File: config.mk
export PLATFORM = sky130hd
export DESIGN_NAME = hsha_div
export DESIGN_NICKNAME = d
export VERILOG_FILES = /design/src/rtl/hsha_pkg.sv /design/src/rtl/hsha_div.sv
export SDC_FILE = /design/constraint.sdc
export NUM_CORES = 1
export LEC_CHECK = 0
export BUFFER_PORTS_ARGS = -buffer_cell sky130_fd_sc_hd__buf_4
export CAP_MARGIN = 0
export CORE_AREA = 2 2 83 85
export DETAILED_ROUTE_END_ITERATION = 6
export DIE_AREA = 0 0 85 87
export PLACE_DENSITY = 0.87
export RECOVER_POWER = 25
export SETUP_SLACK_MARGIN = 0.1
export SLEW_MARGIN = 0
export SYNTH_ARGS = -nofsm -noshare
export SYNTH_HDL_FRONTEND = slang
export SYNTH_SLANG_ARGS = --single-unit
File: constraint.sdc
create_clock -name clk -period 7.4 [get_ports clk]
set_clock_uncertainty 0.05 [all_clocks]
set_input_delay 0.74 -clock clk [delete_from_list [all_inputs] [get_ports clk]]
set_output_delay 0.74 -clock clk [all_outputs]
set_load 0.05 [all_outputs]
File: src/rtl/hsha_pkg.sv
// Package for the hour-slot histogram averager.
// Holds the sequencer state type, mode and status codes, bin geometry and the
// bin index helper. No dependencies.
package hsha_pkg;

  localparam int unsigned NUM_HOURS      = 24;
  localparam int unsigned SLOTS_PER_HOUR = 6;
  localparam int unsigned SLOT_MINUTES   = 10;
  localparam int unsigned LAST_MINUTE    = 59;
  localparam int unsigned NUM_BINS       = NUM_HOURS * SLOTS_PER_HOUR;
  localparam int unsigned BIN_IDX_W      = $clog2(NUM_BINS);
  localparam int unsigned DIVISOR_W      = 16;
  localparam int unsigned OUT_W          = 32;
  localparam int unsigned DAYS_W         = 6;

  localparam logic [1:0] MODE_RECORD = 2'd0;
  localparam logic [1:0] MODE_DIVIDE = 2'd1;
  localparam logic [1:0] MODE_READ   = 2'd2;
  localparam logic [1:0] MODE_CLEAR  = 2'd3;

  localparam logic [1:0] ST_OK       = 2'd0;
  localparam logic [1:0] ST_RANGE    = 2'd1;
  localparam logic [1:0] ST_ZERO_DIV = 2'd2;

  typedef enum logic [2:0] {
    S_IDLE,
    S_ACCESS,
    S_DIV_RD,
    S_DIV_LOAD,
    S_DIV_RUN,
    S_EMIT
  } state_t;

  // Command from the sequencer to the bin store.
  typedef struct packed {
    logic                 rd_en;
    logic                 wr_en;
    logic                 clr_all;
    logic [BIN_IDX_W-1:0] addr;
  } bin_cmd_t;

  function automatic logic in_range(input logic [4:0] hour, input logic [5:0] minute);
    in_range = (32'(hour) < NUM_HOURS) && (32'(minute) <= LAST_MINUTE);
  endfunction

  // Bin number hour*6 + minute/10, with the slot taken from a compare ladder.
  function automatic logic [BIN_IDX_W-1:0] bin_of(input logic [4:0] hour,
                                                  input logic [5:0] minute);
    logic [BIN_IDX_W-1:0] slot;
    logic [BIN_IDX_W-1:0] h;
    slot = '0;
    for (int unsigned k = 1; k < SLOTS_PER_HOUR; k++) begin
      if (32'(minute) >= k * SLOT_MINUTES) begin
        slot = BIN_IDX_W'(k);
      end
    end
    h = BIN_IDX_W'(hour);
    bin_of = (h << 2) + (h << 1) + slot;
  endfunction

endpackage

File: src/rtl/hsha_div.sv
// Shared restoring divider: one quotient bit per cycle.
// Depends on hsha_pkg for the divisor width.
module hsha_div #(
  parameter int unsigned COUNT_WIDTH = 32
) (
  input  logic                             clk,
  input  logic                             rst_n,
  input  logic                             start,
  input  logic [COUNT_WIDTH-1:0]           dividend,
  input  logic [hsha_pkg::DIVISOR_W-1:0]   divisor,
  output logic                             done,
  output logic [COUNT_WIDTH-1:0]           quotient
);

  localparam int unsigned CW = $clog2(COUNT_WIDTH + 1);
  localparam int unsigned DW = hsha_pkg::DIVISOR_W;

  logic [CW-1:0]          cnt_r, cnt_nxt;
  logic                   done_r, done_nxt;
  logic [DW-1:0]          rem_r, rem_nxt;
  logic [COUNT_WIDTH-1:0] quo_r, quo_nxt;
  logic [DW-1:0]          div_r, div_nxt;
  logic [DW:0]            trial;
  logic                   take;

  always_comb begin
    trial    = {rem_r, quo_r[COUNT_WIDTH-1]};
    take     = trial >= {1'b0, div_r};
    cnt_nxt  = cnt_r;
    done_nxt = 1'b0;
    rem_nxt  = rem_r;
    quo_nxt  = quo_r;
    div_nxt  = div_r;
    if (start) begin
      cnt_nxt = CW'(COUNT_WIDTH);
      rem_nxt = '0;
      quo_nxt = dividend;
      div_nxt = divisor;
    end else if (cnt_r != '0) begin
      // The remainder stays below the divisor, so the low bits always fit.
      rem_nxt  = take ? DW'(trial - {1'b0, div_r}) : trial[DW-1:0];
      quo_nxt  = {quo_r[COUNT_WIDTH-2:0], take};
      cnt_nxt  = cnt_r - CW'(1);
      done_nxt = (cnt_r == CW'(1));
    end
  end

  always_ff @(posedge clk) begin
    if (!rst_n) begin
      cnt_r  <= '0;
      done_r <= 1'b0;
    end else begin
      cnt_r  <= cnt_nxt;
      done_r <= done_nxt;
    end
    rem_r <= rem_nxt;
    quo_r <= quo_nxt;
    div_r <= div_nxt;
  end

  assign done     = done_r;
  assign quotient = quo_r;

endmodule

==> flow_summary.yaml, run 1 <==
run_status:
  status: "finished, violations left"
  violations: "max-capacitance violations, max-slew violations"
floorplan:
  die_h_um: 87
  ios: 84
  die_w_um: 85
  rows: 30
  core_area_mm2: 0.00657
  start_util_pct: 56.3
  dieArea_mm2: 0.00740
final_layout:
  nets: 489
  n_antenna_cell: 0
  layout_common_cells: "65 x buf_4, 48 x edfxtp_1, 34 x nand2_1, 33 x mux2_2, 32 x nor2_1"
  multi_input_area_mm2: 0.00166
  final_common_cell: "buf_4"
  fillers: 434
  syn2layout_area_growth_pct: 24.1
  seq_area_mm2: 0.00190
  drive_gt1_share_pct: 31.4
worst_setup_path:
  cp_max_fo: 70
  r2r_cells: 8
  cp.buffers_inverters: 2
  path_class: "input pin to register"
  crit_path_start_kind: "input pin"
  cp_top_family: "buffers and inverters"
  crit_slowest_cell: "clkbuf_1"
  arrival_ps: 4050
  crit_chain: "clkbuf_1 -> nand2b_1 -> buf_4"
  r2r_slack_ps: 4600
  cp_slowest_stage_delay_ps: 2300
  crit-reg2reg-launch: "div_r[11]"
  crit_required_ps: 7380
  crit_path_end_kind: "register"
  r2r-end: "rem_r[4]"
logic_synthesis:
  avgSynthCellArea_um2: 11.0
  ys_seq_elements: 71
  yosys_warnings: 0
  synth_top_cell_area_share_pct: 39.0
  synth_edf_count: 48
  syn_nets: 406
  syn-cell-area_mm2: 0.00370
  synth_top_cell_by_area: "edfxtp_1"
  synthCells: 336
  yosys-top-cells-area: "edfxtp_1 39%, dfxtp_1 12%, mux2_2 10%"
  async_flop_share_pct: 0
  ys_types: 47
  ys.flop_type: "edfxtp_1"
  ys_seq_area_share_pct: 51.5
global_routing:
  overflow: 0
  antenna_found_initial: 0
  grt_max_degree: 71
  grt_pass1_wl_mm: 12.9
  grt_pass1_vias: 2846
  track_usage_pct: 22.3
clock_tree:
  postCtsResizedCells: 0
  cts_sinks: 71
  post_cts_buffers: 0
  clk_pin_slew_worst_paths_ps: 80
  cts_max_level: 3
  root_buffer: "clkbuf_8"
  cts_tree: "built"
  cts_hold_buffers: 0
  cts_made_buffers: 9
  worstSkewPairLatency_ps: 350
  cts_max_path_buffers: 2
route:
  drt-met1-wl_mm: 3.37
  route.vias.total: 2868
  firstDrtPassIters: 5
  totalWireLength_mm: 7.90
  ant_nets: 0
  viasPerCell: 5.69
  top_layer: "met4"
  wl_met3_um: 594
  drt_iter0_drc: 209
  wl_per_cell_um: 15.7
  routed-wl-met2_mm: 3.77
  drcViolationCount: 0
timing:
  fin_crit_ps: 4070
  finalCritPeriodShare_pct: 55.0
  slew_viol_final: 71
  hold_violations: 0
  rsz0062_at_grt: "no"
  setup_violations: 0
  fin_ws_ps: 3330
  tns_ps: 0
  fmaxAchievable_ghz: 0.246
  worst_slew_pin_slew_ps: 3320
  slew_headroom_pct: -121
pwr:
  seq_power_share_pct: 33.7
  intPower_w: 0.00107
  power_density_mw_per_mm2: 407
  peakVddDrop_uv: 265
  p_switching_w: 0.000794
  combinationalPowerShare_pct: 47.4
  p_leak_nw: 1.92
  p_clk_share_pct: 18.9
  switching_share_pct: 42.6
place:
  place_hpwl_mm: 5.53
  gp_congestion: 0.868
  pre_cts_ws_ps: 4690
  io_buffers: 83
min_path:
  holdCritStartpoint: "rem_r[1]"
  hold_depth: 2
  hold_class: "register to register"
  hold_end: "rem_r[1]"
run:
  maxCapViolations: 1
-- through the flow --
| stage | cells | utilization, % | power (W) | instance area (um2) | hold WS [ps] |
|---|---|---|---|---|---|
| floorplan | 336 | - | 0.00129 | 3700 | 404 |
| global route | 504 | 69.8 | 0.00198 | 4590 | 485 |
| global placement | 488 | 66.6 | 0.00148 | 4370 | 423 |
| finish | 504 | 69.8 | 0.00186 | 4590 | 446 |
| CTS | 504 | 70.0 | 0.00186 | 4600 | 445 |
| detailed placement | 488 | 66.6 | 0.00150 | 4370 | 434 |
-- area by class of cell --
| cell class | count | area share, % |
|---|---|---|
| Multi-Input combinational cell | 231 | 36.1 |
| Clock inverter | 7 | 2.21 |
| Sequential cell | 71 | 41.5 |
| Clock buffer | 9 | 2.70 |
| Tap cell | 80 | 2.18 |
| Inverter | 22 | 1.80 |
| Timing Repair Buffer | 84 | 13.5 |
-- how the worst max path moves through the flow --
stage	start	endpoint	slack, ps	depth (start not counted)
after floorplan	quotient[31]	quotient[0]	4750	10
final	start	quotient[30]	3330	3
after global placement	div_r[1]	rem_r[4]	4800	9
after CTS	div_r[1]	rem_r[4]	4670	9
after detailed placement	div_r[1]	rem_r[4]	4690	9
after global routing	start	quotient[31]	2980	3
-- metal layers --
| metal | global-route usage [%] | up-vias |
|---|---|---|
| met3 | 7.68 | 20 |
| met1 | 28.0 | 1334 |
| met2 | 36.1 | 114 |
| li1 | - | 1400 |
| met4 | 7.94 | 0 |
| met5 | 0 | - |
-- power groups by stage --
stage          Combinational [W]  Sequential (W)  Clock, W
2_1_floorplan           0.000478        0.000812         0
4_1_cts                 0.000878        0.000628  0.000354
3_5_place_dp            0.000870        0.000632         0
6_report                0.000884        0.000629  0.000352
3_3_place_gp            0.000848        0.000630         0
5_1_grt                 0.000961        0.000643  0.000376
-- worst register-to-register path, stage by stage (launching register included) --
cell and delay [ps]:
edfxtp_1 330, inv_1 40, ha_1 360, and3_1 260, a311oi_1 120, a21oi_1 380
nand2_1 400, or3_1 470, a311oi_1 260
-- logic make-up after synthesis --
logic type      Yosys count  share of synthesized area, %
simple gates             96                          11.9
flops                    71                          51.5
compound gates           69                          12.9
buf+inv                  34                          3.72
mux                      33                          10.1
fa+ha+maj                19                          6.64
xor+xnor                 14                          3.32
-- synthesized netlist by cell type (2+ instances only) --
master	number
a211oi_1	9
a21o_1	3
a21oi_1	18
a311o_1	2
a311oi_1	8
a31oi_1	2
and2_1	3
and3_1	2
buf_2	2
clkbuf_1	9
dfxtp_1	23
edfxtp_1	48
ha_1	18
inv_1	22
mux2_2	33
nand2_1	34
nand2b_1	3
nand3_1	4
nand3b_1	3
nand4_1	3
nor2_1	32
nor3_1	4
o211ai_1	3
o21a_1	4
o21ai_0	6
o21ai_1	2
o31a_1	2
o41ai_1	2
or3_1	2
xnor2_1	8
xor2_1	6
-- registers in the layout, summed over array words and instances, names as in the netlist --
register and count:
quotient 32, cnt_r 6, rem_r 16, done 1, div_r 16
Note: power is estimated with default switching activity, not from simulation.
==> inputs of run 2 (changes only) <==
Settings changed: CORE_AREA 2 2 83 85 to 2 2 86 88, DIE_AREA 0 0 85 87 to 0 0 88 90, PLACE_DENSITY 0.87 to 0.82.
Clock period 7.4 ns to 4.1 ns, I/O delays scaled along.
==> run 2 against run 1 <==
Net effect:
- the run now ends clean
- register-to-register slack got worse by 3200 ps
- final cell count rose by 3.8%
- routed wire length fell by 0.67%
- core utilization decreased by 4.7 points
- critical path type is now register to register
- critical endpoint is now rem_r[4]
- largest cell class unchanged
==> flow_summary.yaml, run 2 (synthesis results as in run 1) <==
run_status:
  status: "complete, no violations"
worst_setup_path:
  crit_slowest_cell: "or3_1"
  crit_required_ps: 4310
  r2r_slack_ps: 1360
  arrival_ps: 2950
  cp_max_fo: 12
  crit_chain: "inv_1 -> ha_1 -> and3_1 -> a311oi_1 -> a21oi_1 -> nand2_1 -> or3_1 -> a311oi_1"
  crit_path_start_kind: "register"
  cp.buffers_inverters: 1
  crit_path_end_kind: "register"
  crit_top_cell: "a311oi_1"
  cp_slowest_stage_delay_ps: 460
  path_class: "register to register"
  cp_top_family: "simple AND/OR/NAND/NOR gates"
floorplan:
  core_area_mm2: 0.00702
  die_w_um: 88
  start_util_pct: 52.6
  die_h_um: 90
  dieArea_mm2: 0.00792
  ios: 84
  rows: 31
timing:
  fmaxAchievable_ghz: 0.365
  fin_ws_ps: 1360
  tns_ps: 0
  hold_violations: 0
  fin_crit_ps: 2740
  rsz0062_at_grt: "no"
  slew_headroom_pct: 40.5
  worst_slew_pin_slew_ps: 890
  finalCritPeriodShare_pct: 66.9
  slew_viol_final: 0
  setup_violations: 0
final_layout:
  final_common_cell: "buf_4"
  multi_input_area_mm2: 0.00166
  seq_area_mm2: 0.00190
  nets: 489
  fillers: 551
  n_antenna_cell: 0
  largest_reg_flops: 32
  layout_common_cells: "62 x buf_4, 48 x edfxtp_1, 34 x nand2_1, 33 x mux2_2, 32 x nor2_1"
  syn2layout_area_growth_pct: 23.6
  drive_gt1_share_pct: 30.7
clock_tree:
  cts_max_level: 3
  clk_pin_slew_worst_paths_ps: 80
  cts_tree: "built"
  cts_made_buffers: 9
  postCtsResizedCells: 0
  cts_hold_buffers: 0
  cts_max_path_buffers: 2
  cts_sinks: 71
  root_buffer: "clkbuf_8"
  worstSkewPairLatency_ps: 340
  post_cts_buffers: 0
min_path:
  hold_class: "input pin to register"
pwr:
  p_leak_nw: 1.90
  combinationalPowerShare_pct: 48.3
  intPower_w: 0.00185
  p_clk_share_pct: 17.0
  peakVddDrop_uv: 418
  switching_share_pct: 43.4
  seq_power_share_pct: 34.7
  p_switching_w: 0.00142
  power_density_mw_per_mm2: 716
run:
  maxCapViolations: 0
place:
  pre_cts_ws_ps: 1420
  gp_congestion: 0.934
  io_buffers: 83
  place_hpwl_mm: 5.59
global_routing:
  grt_pass1_vias: 2852
  overflow: 0
  grt_pass1_wl_mm: 13.0
  antenna_found_initial: 0
  grt_max_degree: 71
  track_usage_pct: 20.8
route:
  ant_nets: 0
  firstDrtPassIters: 4
  drt_iter0_drc: 158
  route.vias.total: 2842
  viasPerCell: 5.43
  totalWireLength_mm: 7.85
  wl_per_cell_um: 15.0
  drcViolationCount: 0
run 2: final cells by class:
| type | count | share of cell area (%) |
|---|---|---|
| Sequential cell | 71 | 41.6 |
| Multi-Input combinational cell | 231 | 36.3 |
| Timing Repair Buffer | 84 | 13.3 |
| Clock buffer | 9 | 2.71 |
| Tap cell | 99 | 2.71 |
| Inverter | 22 | 1.81 |
| Clock inverter | 7 | 1.59 |
run 2: stage by stage:
| stage | hold slack, ps | utilization [%] | instances | area (um2) | total power [W] |
|---|---|---|---|---|---|
| CTS | 176 | 65.4 | 523 | 4590 | 0.00329 |
| finish | 211 | 65.1 | 523 | 4570 | 0.00327 |
| floorplan | 404 | - | 336 | 3700 | 0.00233 |
| detailed placement | 430 | 62.6 | 507 | 4400 | 0.00272 |
| global route | 197 | 65.1 | 523 | 4570 | 0.00347 |
| global placement | 426 | 62.6 | 507 | 4400 | 0.00268 |
run 2: path summary, 6_finish.rpt:
check             startpoint       end  cells past startpoint
hold reg to reg     rem_r[7]  rem_r[7]                      2
setup reg to reg   div_r[11]  rem_r[4]                      8
setup / recovery   div_r[11]  rem_r[4]                      8
hold / removal    divisor[7]  div_r[7]                      1
run 2: power by group through the flow:
stage          Clock [W]  Combinational [W]  Sequential (W)
4_1_cts         0.000569            0.00159         0.00113
5_1_grt         0.000599            0.00171         0.00116
3_3_place_gp           0            0.00154         0.00114
2_1_floorplan          0           0.000863         0.00146
6_report        0.000558            0.00158         0.00113
3_5_place_dp           0            0.00158         0.00114
run 2: layer usage:
| layer | wire, um | up-vias | global-route usage [%] |
|---|---|---|---|
| met2 | 3720 | 100 | 31.9 |
| met4 | 76 | 0 | 5.13 |
| met5 | 0 | - | 0 |
| met3 | 638 | 9 | 7.25 |
| met1 | 3410 | 1333 | 28.1 |
| li1 | - | 1400 | - |
